$ cat config.mk
export PLATFORM = sky130hd
export DESIGN_NAME = tbp_front_flat
export DESIGN_NICKNAME = d
export VERILOG_FILES = /design/src/hdl/tbp_pkg.sv /design/src/hdl/tbp_if.sv /design/src/hdl/tbp_front.sv /design/src/flat_wrapper.sv
export SDC_FILE = /design/constraint.sdc
export NUM_CORES = 1
export LEC_CHECK = 0
export BUFFER_PORTS_ARGS = -buffer_cell sky130_fd_sc_hd__buf_2
export CORE_AREA = 2 2 52 54
export DETAILED_ROUTE_END_ITERATION = 8
export DIE_AREA = 0 0 54 56
export GPL_TIMING_DRIVEN = 1
export PLACE_DENSITY = 0.74
export SLEW_MARGIN = 40
export SYNTH_ARGS = -nofsm -noshare
export SYNTH_HDL_FRONTEND = slang
export SYNTH_SLANG_ARGS = --single-unit
$ cat constraint.sdc
create_clock -name clk -period 1.88 [get_ports clk]
set_input_delay 0.094 -clock clk [delete_from_list [all_inputs] [get_ports clk]]
set_output_delay 0.094 -clock clk [all_outputs]
set_load 0.02 [all_outputs]
$ cat src/hdl/tbp_pkg.sv
// Shared constants, types and counter helpers of the tournament branch predictor.
// No dependencies; used by every other file of the block but the macros header.
package tbp_pkg;

  localparam int GLOBAL_HISTORY_BITS_DEF = 9;
  localparam int LOCAL_HISTORY_BITS_DEF  = 10;
  localparam int ADDRESS_INDEX_BITS_DEF  = 10;

  localparam int ADDRESS_WIDTH = 32;

  // Power of two, so pointers wrap on their own.
  localparam int QUEUE_DEPTH = 2;

  localparam logic [1:0] CTR_RESET = 2'd1;
  localparam logic [1:0] CTR_MAX   = 2'd3;
  localparam logic [1:0] CTR_MIN   = 2'd0;

  typedef struct packed {
    logic valid;
    logic taken;
  } head_t;

  typedef struct packed {
    logic pop;
    logic clearing;
  } back_ctl_t;

  function automatic logic [1:0] sat_update(input logic [1:0] ctr, input logic up);
    logic [1:0] res;
    res = ctr;
    if (up) begin
      if (ctr != CTR_MAX) res = ctr + 2'd1;
    end else begin
      if (ctr != CTR_MIN) res = ctr - 2'd1;
    end
    return res;
  endfunction

  function automatic logic ctr_taken(input logic [1:0] ctr);
    return ctr[1];
  endfunction

endpackage

$ cat src/hdl/tbp_if.sv
// Request and result channels of the tournament branch predictor.
// Depends on tbp_pkg for the address width.
interface tbp_in_if;
  logic                              valid;
  logic                              ready;
  logic [tbp_pkg::ADDRESS_WIDTH-1:0] branch_address;
  logic                              taken;

  modport source (output valid, output branch_address, output taken, input ready);
  modport sink   (input valid, input branch_address, input taken, output ready);
endinterface


$ cat src/hdl/tbp_front.sv
// Front end: takes branch requests, keeps the address index bits and the outcome,
// and holds them in a short queue for the back end. Depends on tbp_pkg and tbp_if.
module tbp_front #(
  parameter int ADDRESS_INDEX_BITS = tbp_pkg::ADDRESS_INDEX_BITS_DEF
) (
  input  logic                          clk,
  input  logic                          rst,
  tbp_in_if.sink                        branch,
  input  tbp_pkg::back_ctl_t            ctl,
  output tbp_pkg::head_t                head,
  output logic [ADDRESS_INDEX_BITS-1:0] head_addr
);
  import tbp_pkg::*;

  localparam int PTR_BITS = (QUEUE_DEPTH > 1) ? $clog2(QUEUE_DEPTH) : 1;
  localparam int CNT_BITS = $clog2(QUEUE_DEPTH + 1);

  logic [ADDRESS_INDEX_BITS-1:0] q_addr  [QUEUE_DEPTH];
  logic                          q_taken [QUEUE_DEPTH];
  logic [PTR_BITS-1:0]           wr_ptr;
  logic [PTR_BITS-1:0]           rd_ptr;
  logic [CNT_BITS-1:0]           count;
  logic                          push;
  logic                          pop;

  assign branch.ready = (count != CNT_BITS'(QUEUE_DEPTH)) && !ctl.clearing;
  assign push         = branch.valid && branch.ready;
  assign pop          = ctl.pop && (count != '0);

  assign head.valid = (count != '0);
  assign head.taken = q_taken[rd_ptr];
  assign head_addr  = q_addr[rd_ptr];

  always_ff @(posedge clk) begin
    if (push) begin
      q_addr[wr_ptr]  <= branch.branch_address[ADDRESS_INDEX_BITS-1:0];
      q_taken[wr_ptr] <= branch.taken;
    end
  end

  always_ff @(posedge clk) begin
    if (rst) begin
      wr_ptr <= '0;
      rd_ptr <= '0;
      count  <= '0;
    end else begin
      if (push) wr_ptr <= wr_ptr + 1'b1;
      if (pop)  rd_ptr <= rd_ptr + 1'b1;
      case ({push, pop})
        2'b10:   count <= count + 1'b1;
        2'b01:   count <= count - 1'b1;
        default: count <= count;
      endcase
    end
  end

endmodule

$ cat src/flat_wrapper.sv
// flat-port wrapper written by rule: the top's interface ports become plain ports
module tbp_front_flat import tbp_pkg::*;
#(
  parameter int ADDRESS_INDEX_BITS = tbp_pkg::ADDRESS_INDEX_BITS_DEF
)
  (clk, rst, ctl, head, head_addr, branch_valid, branch_branch_address, branch_taken, branch_ready);
  tbp_in_if branch_i ();
  input  logic clk;
  input  logic rst;
  input  tbp_pkg::back_ctl_t ctl;
  output tbp_pkg::head_t head;
  output logic [ADDRESS_INDEX_BITS-1:0] head_addr;
  input wire logic [$bits(branch_i.valid)-1:0] branch_valid;
  input wire logic [$bits(branch_i.branch_address)-1:0] branch_branch_address;
  input wire logic [$bits(branch_i.taken)-1:0] branch_taken;
  output wire logic [$bits(branch_i.ready)-1:0] branch_ready;
  assign branch_i.valid = branch_valid;
  assign branch_i.branch_address = branch_branch_address;
  assign branch_i.taken = branch_taken;
  assign branch_ready = branch_i.ready;
  tbp_front #(.ADDRESS_INDEX_BITS(ADDRESS_INDEX_BITS)) u_core (.clk(clk), .rst(rst), .branch(branch_i), .ctl(ctl), .head(head), .head_addr(head_addr));
endmodule
After elaboration in Yosys (flattened, before gate mapping). Memory sizes are Yosys's and may differ from the RTL's. A register that Yosys moved wholly into a read port is not among the register bits. Cells that the tools add are included.

Register bits: 4. Logic and storage cells: 25. Memories: 2. Input bits: 38. Output and inout bits: 13. Memory bits (writable): 22.

Memory list: u_core.q_addr (words 2, width 10, rd ports 1, clocked after memory_dff 1, wr ports 1, line tbp_front.sv:18) `logic [ADDRESS_INDEX_BITS-1:0] q_addr [QUEUE_DEPTH];`; u_core.q_taken (words 2, width 1, rd ports 1, clocked after memory_dff 1, wr ports 1, line tbp_front.sv:19) `logic q_taken [QUEUE_DEPTH];`.

Mux-type cells: 7. $add $sub $neg: 4. Reduce and logical (&&, ||, !) cells: 6. Equality and inequality tests: 3.

Operator list (number): two-way mux 1 bit (6); one-hot mux 2 bit (2 select lines) (1); nonzero test 2 bit (2); logical AND 1 bit (3); adder 1 bit, second input constant (2); adder 2 x 1 -> 2 bit, second input constant (1); equality test 2 x 1 -> 1 bit, second input constant (1); equality test 2 bit, second input constant (1); inequality test 2 bit, second input constant (1); subtractor 2 x 1 -> 2 bit, second input constant (1); zero test 1 bit (1).

Logic depth before layout (Yosys ltp).
Depth after elaboration: 5. Mapped depth: 7. Gate-level depth less buffers: 7.

Worst setup path before layout. Ideal clock, no wire load.

Path kind: reg-to-reg. Start point: register u_core.count[0]. End point: register u_core.count[1]. Data required time: 1.810 ns. Setup time: 0.070 ns. Period minus slack after synthesis: 1.762 ns. Arrival time: 1.692 ns. Buffers on the path: 0. Cell stages (with the launch flop): 7. Setup slack: 0.118 ns. Path through: dfxtp_1 -> nor2b_1 -> nor2_1 -> nand2_1 -> ha_1 -> or3_1 -> a21oi_1.

Cells in the longest elaborated chain, start to end: 5. Elaborated cells on any way between the ends: 11. Classes of those cells: add/sub: 2; eq/ne: 3; mux: 1; reduce/logical: 5.

Ends and longest elaborated chain: from (decl) (line tbp_front.sv:22) `logic [CNT_BITS-1:0] count;`; from (signal assigned) (line tbp_front.sv:50) `2'b10: count <= count + 1'b1;`; from (signal assigned) (line tbp_front.sv:51) `2'b01: count <= count - 1'b1;`; from (signal assigned) (line tbp_front.sv:52) `default: count <= count;`; inequality test 2 bit (*) (line tbp_front.sv:26) `assign branch.ready = (count != CNT_BITS'(QUEUE_DEPTH)) && !ctl.clearing;`; logical AND 1 bit (*) (line tbp_front.sv:26); named net branch_ready (line flat_wrapper.sv:16) `output wire logic [$bits(branch_i.ready)-1:0] branch_ready;`; logical AND 1 bit (*) (line tbp_front.sv:27) `assign push = branch.valid && branch.ready;`; equality test 2 x 1 -> 1 bit / equality test 2 bit (equally long branches) (line tbp_front.sv:49) `case ({push, pop})`; one-hot mux 2 bit (2 select lines) / nonzero test 2 bit (equally long branches).

Mark *: on every way through the listed nets, which the timed path passes. The rest lies on a longest branch. A chain may end at the register's enable or synchronous reset.

Worst setup path in the final report.
Start point: register u_core.count[0]. End point: register u_core.count[1].

Cells in the longest elaborated chain, start to end: 5. Elaborated cells on any way between the ends: 11. Classes of those cells: add/sub: 2; eq/ne: 3; mux: 1; reduce/logical: 5.

Ends and longest elaborated chain (line): inequality test 2 bit (tbp_front.sv:26); logical AND 1 bit (tbp_front.sv:26); logical AND 1 bit (tbp_front.sv:27); equality test 2 x 1 -> 1 bit / equality test 2 bit (equally long branches) (tbp_front.sv:49); one-hot mux 2 bit (2 select lines) / nonzero test 2 bit (equally long branches).

Several ways; a longest one is shown, not always the timed one.

==> qor.txt <==
Vias in the first global route: 600
Sw frac: 30.15%
Total die area: 3024 um^2
Power share of the clock group: 16.1%
CTS H-tree depth: 1
Syn avg cell area: 16.95 um^2
Worst Tran Pin Value: 0.5026 ns
Status: finished clean
Final antenna-violating net count: 0
Top-Level Pins: 51
Vias per std cell: 4.739
Root Buffer: clkbuf_4
Area after DPL: 1197 um^2
Sequential fraction of the synthesis area: 74.78%
Flop pwr share: 53.9%
Fmax: 0.5877 GHz
Clk pin slew, worst setup/hold paths: 0.13 ns
Die Y: 56 um
Worst Skew: 0.0007078 ns
Total GRT Usage: 11.58%
Synth unique cells: 18
Crit-path cells: nor2b_1 > nor2_1 > nand2_1 > ha_1 > or3_1 > a21oi_1
Largest net degree at the start of global routing: 15
CTS Hold Bufs: 12
Worst Path Max Fanout: 5
Layout cells sized above 1: 43.27%
Final std cells w/o fill: 134
Synth warnings: 0
Slew HR: 66.45%
CTS tree: done
Placed cells: 118
Bufs on Longest Clock Path: 2
Power per cell area: 1071 nW/um^2
GR Overflow Total: 0
Critical path class: flip-flop to flip-flop
P&R area growth vs syn: 32.10%
Post_cts resized: 0
RSZ-0062 raised after global routing: false
Latest clock arrival within the worst-skew pair: 0.31 ns
Final Core Density: 55.25%
Maxcap violations: 0
Rows: 18
Setup TNS: 0 ns
Post-layout minimum cycle time: 1.702 ns
Cts bufs inserted: 3
Fin crit share: 90.51%
First-pass GRT wire length: 2518 um
Starting DRT DRC Count: 5
Most used routing layer: met2
#FFs+latches synth: 27
TritonRoute pass-1 iters: 3
Core Region: 2432 um^2
Leakage power: 0.5237 nW
WL final: 1662 um
ANT cells: 0
Crit path launch type: flip-flop
Max stage delay on crit path: 0.45 ns
DR WL/cell: 12.40 um
Met3 global-route usage: 2.688%
Synthesized Nets: 99
# port buffers: 28
Antenna violations before repair: 0
Sw Pwr: 0.4339 mW
Gate Count Post-Synth: 60
Vias: 635
Logic pwr share: 30.0%
Hold Vio Cnt, Final: 0
Layout fillers: 219
Hold crit path type: primary input to flip-flop
Final #Nets: 144
Postcts setup bufs: 0
DR DRC count: 0
Met1 usage: 13.07%
Setup violations, final: 0
Crit path DAT: 1.95 ns
CP max stage cell: dfxtp_1
Gpl congestion: 0.5713
CP endpoint kind: flip-flop
VDD IR-drop max: 0.6412 mV
GR Util met2: 20.91%
CTS Sinks: 27
Cell Int Power: 1.005 mW
Area of the mapped netlist: 1017 um^2
Final instance area: 1344 um^2
Initial core utilization: 41.82%
Slew Viols, Final: 0
Die width: 54 um
Crit path required time: 2.13 ns
==> critical path: cells and delay by family (launching register included) <==
| kind | cells | cell delay (ns) |
|---|---|---|
| AND/OR/NAND/NOR | 4 | 0.72 |
| flip-flops | 1 | 0.45 |
| adder cells (fa/ha/maj) | 1 | 0.31 |
| AO/OA/AOI/OAI | 1 | 0.15 |
==> state kept, by name (all words and copies together), names as in the netlist, named ones only <==
signal / count
u_core.wr_ptr: 1
u_core.q_taken: 2
u_core.rd_ptr: 1
u_core.q_addr: 20
u_core.count: 2
==> cells in the final DEF, fill, tap and decap left out, drive strengths merged <==
cell type and n:
xor2 1, and3 1, ha 1, dlygate4sd3 12, inv 1, or3 2, edfxtp 22, mux2 11
dfxtp 5, clkbuf 4, nand2 1, xnor2 2, nor2 4, a21oi 2, or2 1, nor2b 1
o21a 1, nand2b 1, o21ai 2, buf 29
==> Yosys cell counts <==
cell | instances | area, um^2
edfxtp_1 | 22 | 660.6
mux2_2 | 11 | 123.9
dfxtp_1 | 5 | 100.1
nor2_1 | 4 | 15.01
a21oi_1 | 2 | 10.01
o21ai_0 | 2 | 10.01
or3_1 | 2 | 12.51
xnor2_1 | 2 | 17.52
and3_1 | 1 | 6.260
buf_2 | 1 | 5.000
ha_1 | 1 | 12.51
inv_1 | 1 | 3.750
nand2_1 | 1 | 3.750
nand2b_1 | 1 | 6.260
nor2b_1 | 1 | 6.260
o21a_2 | 1 | 8.760
or2_2 | 1 | 6.260
xor2_1 | 1 | 8.760
==> power groups by stage <==
stage | Sequential (mW) | Clock, mW | Combinational, mW
finish | 0.776 | 0.232 | 0.431
global route | 0.786 | 0.268 | 0.468
global placement | 0.786 | 0 | 0.404
floorplan | 0.750 | 0 | 0.329
CTS | 0.781 | 0.243 | 0.438
detailed placement | 0.793 | 0 | 0.417
==> per-stage QoR <==
stage               power (mW)  hold slack, ns  worst slack (ns)
finish                   1.439          0.1779            0.1784
global route             1.522          0.1837           0.03185
CTS                      1.462          0.1681            0.1698
detailed placement       1.210          0.2866            0.2180
global placement         1.190          0.2832            0.3007
floorplan                1.079          0.1631            0.1180
==> kinds of logic after synthesis <==
kind of cell | count (synthesis) | synth area share (%)
flip-flops | 27 | 74.78
XOR/XNOR | 3 | 2.583
buffers and inverters | 2 | 0.8602
adder cells (fa/ha/maj) | 1 | 1.230
AND/OR/NAND/NOR | 11 | 5.536
AO/OA/AOI/OAI | 5 | 2.829
multiplexers | 11 | 12.18
==> worst paths after layout <==
check / startpoint / endpoint / slack (ns) / cells past startpoint
worst max register to register: u_core.count[0] / u_core.count[1] / 0.18 / 6
worst min register to register: u_core.wr_ptr / u_core.wr_ptr / 0.50 / 2
worst min-delay path: branch_valid / u_core.wr_ptr / 0.18 / 4
worst max-delay path: u_core.count[0] / u_core.count[1] / 0.18 / 6
==> cell type report <==
| class | count | area, um^2 | share of cell area, % |
|---|---|---|---|
| sequential | 27 | 760.7 | 56.61 |
| timing repair buffer | 41 | 267.8 | 19.93 |
| multi-input combinational | 31 | 247.7 | 18.44 |
| tap | 30 | 37.54 | 2.793 |
| clock buffer | 4 | 26.28 | 1.955 |
| inverter | 1 | 3.754 | 0.2793 |
==> per-layer routing <==
layer	routed length (um)	vias up
met3	97	2
met4	16	0
met1	678	301
met5	0	-
met2	870	22
li1	-	310
(Power assumes the default switching activity.)
